**src/rtl/core/pcm_gain_mix_saturate_unit_assert.svh**
```systemverilog
// Assertion macros shared by the mixer RTL.
`ifndef PCM_GAIN_MIX_SATURATE_UNIT_ASSERT_SVH
`define PCM_GAIN_MIX_SATURATE_UNIT_ASSERT_SVH

// Same-cycle implication.
`define PGMS_ASSERT_NOW(label, clk, rst, ante, cons, msg) \
   label: assert property (@(posedge clk) disable iff (rst) (ante) |-> (cons)) \
      else $error(msg);

// Next-cycle implication.
`define PGMS_ASSERT_NEXT(label, clk, rst, ante, cons, msg) \
   label: assert property (@(posedge clk) disable iff (rst) (ante) |=> (cons)) \
      else $error(msg);

`endif

```
**src/rtl/core/pgms_pkg.sv**
```systemverilog
package pgms_pkg;

   localparam int OUT_BITS   = 16;
   localparam int SAMPLE_W   = 32;
   localparam int AMP_W      = 17;
   localparam int SHIFT_W    = 6;
   localparam int BYTES_W    = 3;
   localparam int CSR_DATA_W = 32;
   // Amplitude (unsigned) times a signed sample always fits in this width.
   localparam int PROD_W     = AMP_W + SAMPLE_W;

   typedef enum logic [2:0] {
      CSR_MIX_ENABLE    = 3'd0,
      CSR_GAIN_ENABLE   = 3'd1,
      CSR_STEREO_SOURCE = 3'd2,
      CSR_SOURCE_BYTES  = 3'd3,
      CSR_SHIFT_AMOUNT  = 3'd4,
      CSR_AMPLITUDE     = 3'd5
   } pgms_csr_index_type;

   typedef struct packed {
      logic signed [SAMPLE_W-1:0] source_left;
      logic signed [SAMPLE_W-1:0] source_right;
      logic signed [OUT_BITS-1:0] dest_left;
      logic signed [OUT_BITS-1:0] dest_right;
      logic                       frame_last;
   } pgms_req_type;

   typedef struct packed {
      logic signed [OUT_BITS-1:0] out_left;
      logic signed [OUT_BITS-1:0] out_right;
      logic                       frame_last_out;
   } pgms_rsp_type;

endpackage

```
**src/rtl/core/pcm_gain_mix_saturate_unit.sv**
```systemverilog
// Stereo PCM gain, mix and saturate unit.
// The req_ channel carries one stereo frame per word: two sign-extended source
// samples, the current output frame and a last-frame flag. The rsp_ channel
// returns the new output frame, one word for every request word, in order.
// The csr_ channel writes the six control registers; write them only while no
// frame is in flight. Writes to undefined indexes are dropped.
// There are three register stages: stage one multiplies by the amplitude,
// stage two applies the signed shift, stage three truncates or does the
// saturating add into the output register. An accepted word moves from the
// stage one register to stage two and on to rsp_data. While rsp_ready is high,
// one frame per cycle is sustained: every stage takes a new word each cycle,
// and stage one holds a single 18x32 multiply per channel.
// When the receiver stalls, the response word holds and the pipeline fills;
// req_ready drops only when all three stages hold a word. Nothing is lost or
// repeated across a stall.
// Synchronous reset empties the pipeline and loads the register defaults:
// overwrite mode, unity gain path, stereo source, two-byte samples, zero shift,
// amplitude of one in fixed point.
`include "pcm_gain_mix_saturate_unit_assert.svh"

module pcm_gain_mix_saturate_unit
   import pgms_pkg::*;
#(
   parameter int AMP_FRACTION_BITS = 16
) (
   input  logic                  clock,
   input  logic                  reset,
   input  logic                  csr_valid,
   output logic                  csr_ready,
   input  pgms_csr_index_type    csr_index,
   input  logic [CSR_DATA_W-1:0] csr_data,
   input  logic                  req_valid,
   output logic                  req_ready,
   input  pgms_req_type          req_data,
   output logic                  rsp_valid,
   input  logic                  rsp_ready,
   output pgms_rsp_type          rsp_data
);

   // Amplitude of one, truncated to the register width like the register itself.
   localparam logic [AMP_W-1:0] AMP_RESET = AMP_W'(64'd1 << AMP_FRACTION_BITS);
   localparam int SUM_W = SAMPLE_W + 1;

   // Control registers.
   logic                      mix_enable_ff;
   logic                      gain_enable_ff;
   logic                      stereo_source_ff;
   logic [BYTES_W-1:0]        source_bytes_ff;
   logic signed [SHIFT_W-1:0] shift_amount_ff;
   logic [AMP_W-1:0]          amplitude_ff;

   assign csr_ready = 1'b1;

   always_ff @(posedge clock) begin
      if (reset) begin
         mix_enable_ff    <= 1'b0;
         gain_enable_ff   <= 1'b0;
         stereo_source_ff <= 1'b1;
         source_bytes_ff  <= BYTES_W'(2);
         shift_amount_ff  <= '0;
         amplitude_ff     <= AMP_RESET;
      end else if (csr_valid && csr_ready) begin
         case (csr_index)
            CSR_MIX_ENABLE:    mix_enable_ff    <= csr_data[0];
            CSR_GAIN_ENABLE:   gain_enable_ff   <= csr_data[0];
            CSR_STEREO_SOURCE: stereo_source_ff <= csr_data[0];
            CSR_SOURCE_BYTES:  source_bytes_ff  <= csr_data[BYTES_W-1:0];
            CSR_SHIFT_AMOUNT:  shift_amount_ff  <= signed'(csr_data[SHIFT_W-1:0]);
            CSR_AMPLITUDE:     amplitude_ff     <= csr_data[AMP_W-1:0];
            default: begin
            end
         endcase
      end
   end

   // Pipeline flow control: a stage advances when it is empty or its
   // successor advances.
   logic s1_valid_ff;
   logic s2_valid_ff;
   logic rsp_valid_ff;
   logic adv1;
   logic adv2;
   logic adv3;

   assign adv3      = !rsp_valid_ff || rsp_ready;
   assign adv2      = !s2_valid_ff || adv3;
   assign adv1      = !s1_valid_ff || adv2;
   assign req_ready = adv1;
   assign rsp_valid = rsp_valid_ff;

   always_ff @(posedge clock) begin
      if (reset) begin
         s1_valid_ff  <= 1'b0;
         s2_valid_ff  <= 1'b0;
         rsp_valid_ff <= 1'b0;
      end else begin
         if (adv1) begin
            s1_valid_ff <= req_valid;
         end
         if (adv2) begin
            s2_valid_ff <= s1_valid_ff;
         end
         if (adv3) begin
            rsp_valid_ff <= s2_valid_ff;
         end
      end
   end

   // Stage one: mono duplication and the amplitude multiply. The value passed
   // on is what the shifter works on. A left shift, or a narrow source, only
   // ever sees the product wrapped to 32 bits; a wide source shifted right
   // keeps the full product.
   logic signed [SAMPLE_W-1:0] sample_in [2];
   logic signed [PROD_W-1:0]   product   [2];
   logic signed [PROD_W-1:0]   s1_value_in [2];
   logic signed [PROD_W-1:0]   s1_value_ff [2];
   logic signed [OUT_BITS-1:0] s1_dest_ff  [2];
   logic                       s1_last_ff;
   logic                       wrap_product;

   assign sample_in[0] = req_data.source_left;
   assign sample_in[1] = stereo_source_ff ? req_data.source_right : req_data.source_left;
   assign wrap_product = (source_bytes_ff <= BYTES_W'(2)) || !shift_amount_ff[SHIFT_W-1];

   always_comb begin
      for (int ch = 0; ch < 2; ch++) begin
         product[ch] = PROD_W'($signed({1'b0, amplitude_ff})) * PROD_W'(sample_in[ch]);
         if (!gain_enable_ff) begin
            s1_value_in[ch] = PROD_W'(sample_in[ch]);
         end else if (wrap_product) begin
            s1_value_in[ch] = PROD_W'($signed(product[ch][SAMPLE_W-1:0]));
         end else begin
            s1_value_in[ch] = product[ch];
         end
      end
   end

   always_ff @(posedge clock) begin
      if (adv1) begin
         s1_value_ff <= s1_value_in;
         s1_dest_ff[0] <= req_data.dest_left;
         s1_dest_ff[1] <= req_data.dest_right;
         s1_last_ff  <= req_data.frame_last;
      end
   end

   // Stage two: the signed shift. A negative amount is an arithmetic right
   // shift by its magnitude, up to 32; the result is wrapped to 32 bits.
   logic [SHIFT_W-1:0]         shift_right;
   logic [SHIFT_W-2:0]         shift_left;
   logic [SAMPLE_W-1:0]        s2_scaled_in [2];
   logic signed [SAMPLE_W-1:0] s2_scaled_ff [2];
   logic signed [OUT_BITS-1:0] s2_dest_ff   [2];
   logic                       s2_last_ff;

   assign shift_right = SHIFT_W'(-shift_amount_ff);
   assign shift_left  = shift_amount_ff[SHIFT_W-2:0];

   always_comb begin
      for (int ch = 0; ch < 2; ch++) begin
         if (shift_amount_ff[SHIFT_W-1]) begin
            s2_scaled_in[ch] = SAMPLE_W'(s1_value_ff[ch] >>> shift_right);
         end else begin
            s2_scaled_in[ch] = s1_value_ff[ch][SAMPLE_W-1:0] << shift_left;
         end
      end
   end

   always_ff @(posedge clock) begin
      if (adv2) begin
         for (int ch = 0; ch < 2; ch++) begin
            s2_scaled_ff[ch] <= signed'(s2_scaled_in[ch]);
         end
         s2_dest_ff <= s1_dest_ff;
         s2_last_ff <= s1_last_ff;
      end
   end

   // Stage three: write mode truncates the scaled value; mix mode adds it to
   // the existing sample exactly and clamps to the signed output range.
   logic signed [SUM_W-1:0]    sum    [2];
   logic [OUT_BITS-1:0]        result [2];
   logic [SUM_W-OUT_BITS:0]    sum_top;
   pgms_rsp_type               rsp_data_in;
   pgms_rsp_type               rsp_data_ff;

   always_comb begin
      sum_top = '0;
      for (int ch = 0; ch < 2; ch++) begin
         sum[ch] = SUM_W'(s2_dest_ff[ch]) + SUM_W'(s2_scaled_ff[ch]);
         sum_top = sum[ch][SUM_W-1:OUT_BITS-1];
         if (!mix_enable_ff) begin
            result[ch] = s2_scaled_ff[ch][OUT_BITS-1:0];
         end else if ((&sum_top) || !(|sum_top)) begin
            result[ch] = sum[ch][OUT_BITS-1:0];
         end else if (sum[ch][SUM_W-1]) begin
            result[ch] = {1'b1, {(OUT_BITS-1){1'b0}}};
         end else begin
            result[ch] = {1'b0, {(OUT_BITS-1){1'b1}}};
         end
      end
      rsp_data_in.out_left       = signed'(result[0]);
      rsp_data_in.out_right      = signed'(result[1]);
      rsp_data_in.frame_last_out = s2_last_ff;
   end

   always_ff @(posedge clock) begin
      if (adv3) begin
         rsp_data_ff <= rsp_data_in;
      end
   end

   assign rsp_data = rsp_data_ff;

   // An accepted word always lands in stage one.
   `PGMS_ASSERT_NEXT(a_accept_fills_s1, clock, reset, req_valid && req_ready, s1_valid_ff,
      "accepted word did not reach stage one")
   // Back-pressure reaches the request side only when every stage is full.
   `PGMS_ASSERT_NOW(a_stall_means_full, clock, reset, !req_ready,
      s1_valid_ff && s2_valid_ff && rsp_valid_ff && !rsp_ready,
      "request stalled with a free pipeline slot")
   // A word leaving stage two becomes the response.
   `PGMS_ASSERT_NEXT(a_s2_to_rsp, clock, reset, s2_valid_ff && adv3, rsp_valid,
      "stage two word was dropped")

endmodule

```
**config.mk**
```make
export PLATFORM = sky130hd
export DESIGN_NAME = pcm_gain_mix_saturate_unit
export DESIGN_NICKNAME = d
export VERILOG_FILES = /design/src/rtl/core/pgms_pkg.sv /design/src/rtl/core/pcm_gain_mix_saturate_unit.sv
export VERILOG_INCLUDE_DIRS = /design/src /design/src/rtl/core
export SDC_FILE = /design/constraint.sdc
export NUM_CORES = 2
export LEC_CHECK = 0
export BUFFER_PORTS_ARGS = -buffer_cell sky130_fd_sc_hd__buf_2
export CAP_MARGIN = 20
export CORE_MARGIN = 5
export CORE_UTILIZATION = 50
export CTS_BUF_LIST = sky130_fd_sc_hd__clkbuf_16
export CTS_CLUSTER_DIAMETER = 120
export CTS_CLUSTER_SIZE = 25
export DETAILED_ROUTE_END_ITERATION = 12
export GPL_TIMING_DRIVEN = 0
export PLACE_DENSITY_LB_ADDON = 0.15
export SLEW_MARGIN = 0
export SYNTH_ARGS = -nofsm -noshare
export SYNTH_HDL_FRONTEND = slang
export SYNTH_SLANG_ARGS = --single-unit
```
**constraint.sdc**
```tcl
create_clock -name clock -period 23.1 [get_ports clock]
set_clock_uncertainty 0.15 [all_clocks]
set_input_delay 1.155 -clock clock [delete_from_list [all_inputs] [get_ports clock]]
set_output_delay 1.155 -clock clock [all_outputs]
set_load 0.02 [all_outputs]
```
==> results.md <==
* CTS buffer count at 16
* CTS Buffer Depth at 3
* Global-route wire length before repair at 356 mm
* Vias per cell at 5.97
* Reg clk slew, reported paths at 0.11 ns
* Share of layout cells above drive strength 1 at 5.78%
* Hold worst-path end: s2_dest_ff[28]$_DFFE_PP_
* CP peak stage delay at 0.87 ns
* Largest net degree at the start of global routing at 73
* TNS Setup at 0 ns
* Final Non-Filler Cells at 8549
* Post-CTS Setup Bufs at 0
* Sequential share of the synthesized area at 14.0%
* CP max stage cell: buf_1
* Grt met1 use at 46.2%
* Worst Tran Pin Value at 1.28 ns
* Synth unique cells at 90
* Hold Crit Start: s1_dest_ff[28]$_DFFE_PP_
* Drt initial violations at 4807
* Tot Pwr at 2.42 mW
* Number of fill cells at 11400
* Synth Flop Type: edfxtp_1
* Setup violations, final at 0
* # resized after CTS at 0
* Synthesized-area fraction occupied by xor and xnor cells at 2.29%
* R2R depth at 29
* Mapped Nets at 8195
* Crit Path Category: reg2reg
* Die area at 129000 µm²
* Row cnt at 127
* Critical Path RT at 23.20 ns
* Met3 Resource Use GR at 7.72%
* Ys Warns at 0
* Fin util at 53.6%
* DP Area at 63900 µm²
* I/O pin count at 173
* Post-synthesis cell area at 60800 µm²
* Die W at 359 µm
* Pins Over Slew Limit at 0
* Power Internal at 1.27 mW
* Post-CTS Hold Buffers at 0
* Final #Nets at 8378
* Drt wl/cell at 28.7 µm
* Simple-gate share of the synthesized area at 15.4%
* Top cells by count, synth: inv_1 (1269), fa_1 (1034), nand2_1 (883), and2_1 (461), clkbuf_1 (354)
* CTS H-tree depth at 1
* Cell mode on critical path: fa_1
* Final instance area at 64500 µm²
* Largest family of logic cells by synthesized area: adder cells
* Clock Latency Late Sink at 0.59 ns
* Setup crit end kind: flop
* Power per cell area at 37.5 nW/µm²
* Die H at 359 µm
* Synth Area per Inst at 9.03 µm²
* CTS tree: built
* Critical path's top delay family: adder cells
* Initial antenna violation count at 27
* Top Usage Layer GRT: met2
* DR vias at 51000
* Post-synth top area cell: fa_1
* Comb pwr share at 58.7%
* Top cell type's share of synthesized area at 34.1%
* Number of global-route vias before repair at 52800
* Final critical-path share of the clock period at 45.2%
* RR Startpoint: stereo_source_ff$_SDFFE_PP1P_
* Final hold violations at 0
* Top cells by area, synth: fa_1 (34%), edfxtp_1 (13%), inv_1 (7.8%), ha_1 (6.1%), nand2_1 (5.5%)
* HP Class: reg2reg
* Worst Path Buf+Inv at 8
* Core box area at 120000 µm²
* Final WL at 246 mm
* Grt ovf at 0
* Relative slew slack at 14.4%
* Starting Density at 50.5%
* Final GP Congestion at 1.05
* Reg-to-reg setup timing slack at 12.67 ns
* Mapped Cells at 6729
* First-pass DRT Iterations at 8
* Port bufs at 127
* Worst hold path depth at 0
* Crit-path max FO at 10
* Mux cell area share after synthesis at 7.39%
* CP Launch Type: flop
* Fmax achieved at 0.0958 GHz
* Final ANT Viol Nets at 0
* Crit path time final at 10.43 ns
* Async set-reset flop share out of synthesis at 0%
* Clk sinks at 293
* Number of max-cap violations at 0
* Number of synthesized flops with an enable pin at 261
* Clock Tree Root: clkbuf_16
* Sw Ratio at 47.7%
* Register share of total power at 28.1%
* Post-DP HPWL at 205 mm
* Placed instance count at 8497
* P_sw at 1.15 mW
* Outcome: completed
* Syn-to-layout area delta at 6.21%
* P_leak at 30.1 nW
* Clock share of power at 13.3%
* RSZ-0062 raised after global routing: false
* Worst endpoint data arrival time at 10.53 ns
* Overall Global Routing Usage at 38.3%
* Flops & latches, synth at 293
* Top-count cell post-synth: inv_1
* Grt met2 use at 62.2%
* Reg2reg end: s1_value_ff[48]$_DFFE_PP_
* DRC at 0
* Max IR drop VDD at 0.0593 mV
* Synthesized-area fraction occupied by adder cells at 40.1%
* Crit path from: stereo_source_ff$_SDFFE_PP1P_
* Compound-Gate Fraction of Synth Area at 10.4%
## final cells by class
type / count / area [µm²] / area share [%]
clock inverters: 12 / 82.6 / 0.128
repair buffers: 165 / 1210 / 1.88
diodes: 15 / 37.5 / 0.0582
well taps: 1612 / 2020 / 3.13
plain buffers: 408 / 1560 / 2.41
inverters: 1271 / 4770 / 7.40
multi-input cells: 4757 / 46000 / 71.2
flip-flops and latches: 293 / 8480 / 13.1
clock buffers: 16 / 400 / 0.620
## sequential cells by signal, summed over array words and instances, names as in the netlist, 3 cells and up
name	flops
s2_dest_ff	32
amplitude_ff	17
s2_scaled_ff	64
source_bytes_ff	3
shift_amount_ff	6
rsp_data	33
s1_dest_ff	32
s1_value_ff	98
## worst reg2reg max path: cells and delay by family (launching register included)
family | cells | cell delay [ns]
buffers and inverters | 8 | 2.67
DFF | 1 | 0.33
adders and majority gates | 7 | 3.49
AOI/OAI and AO/OA | 11 | 2.61
and+or+nand+nor | 1 | 0.16
muxes | 1 | 0.48
xor gates and xnor gates | 1 | 0.21
## logic make-up (layout without fill, tap and decap cells)
| logic type | count (synthesis) | after routing |
|---|---|---|
| AO/OA/AOI/OAI | 995 | 995 |
| XOR/XNOR | 158 | 158 |
| adder cells (fa/ha/maj) | 1329 | 1329 |
| buffers and inverters | 1679 | 1872 |
| flip-flops | 293 | 293 |
| multiplexers | 317 | 317 |
| other | 1 | 16 |
| AND/OR/NAND/NOR | 1957 | 1957 |
## placed cells by master, fill, tap and decap left out, types with 25 or more instances in the layout
cell and count:
a211oi_1 82, a21o_1 86, a21oi_1 289, and2_1 461, buf_1 46, buf_2 134
clkbuf_1 352, dfxtp_1 32, edfxtp_1 261, fa_1 1034, ha_1 295, inv_1 1276
mux2_2 81, mux2i_1 136, mux4_2 97, nand2_1 882, nand2b_1 47, nand3_1 76
nor2_1 242, nor2b_1 135, o211ai_1 51, o21a_1 26, o21ai_0 225, o21bai_1 25
xnor2_1 98, xor2_1 59
## power groups by stage
| stage | sequential, mW | combinational (mW) | clock (mW) |
|---|---|---|---|
| floorplan | 0.678 | 0.917 | 0 |
| global placement | 0.688 | 1.36 | 0 |
| detailed placement | 0.689 | 1.38 | 0 |
| CTS | 0.677 | 1.39 | 0.331 |
| global route | 0.681 | 1.54 | 0.348 |
| finish | 0.678 | 1.42 | 0.321 |
## stage by stage
stage | hold WS, ns | worst slack [ns]
finish | 0.278 | 12.67
global route | 0.288 | 12.40
CTS | 0.278 | 12.72
detailed placement | 0.255 | 12.83
global placement | 0.252 | 11.70
floorplan | 0.250 | 15.11
## worst max-delay path by stage
stage | end | slack (ns) | cells past startpoint
3_5_place_dp | s1_value_ff[48]$_DFFE_PP_ | 12.83 | 29
5_1_grt | s1_value_ff[48]$_DFFE_PP_ | 12.40 | 29
6_report | s1_value_ff[48]$_DFFE_PP_ | 12.67 | 29
3_3_place_gp | s1_value_ff[47]$_DFFE_PP_ | 11.70 | 28
4_1_cts | s1_value_ff[48]$_DFFE_PP_ | 12.72 | 29
2_1_floorplan | s1_value_ff[43]$_DFFE_PP_ | 15.11 | 27
## routing by layer
metal / wire length, µm / vias up
met4: 22000 / 14
met3: 22100 / 784
met5: 92 / -
li1: - / 21700
met2: 112000 / 2821
met1: 89600 / 25700
Note: power is estimated with default switching activity, not from simulation.
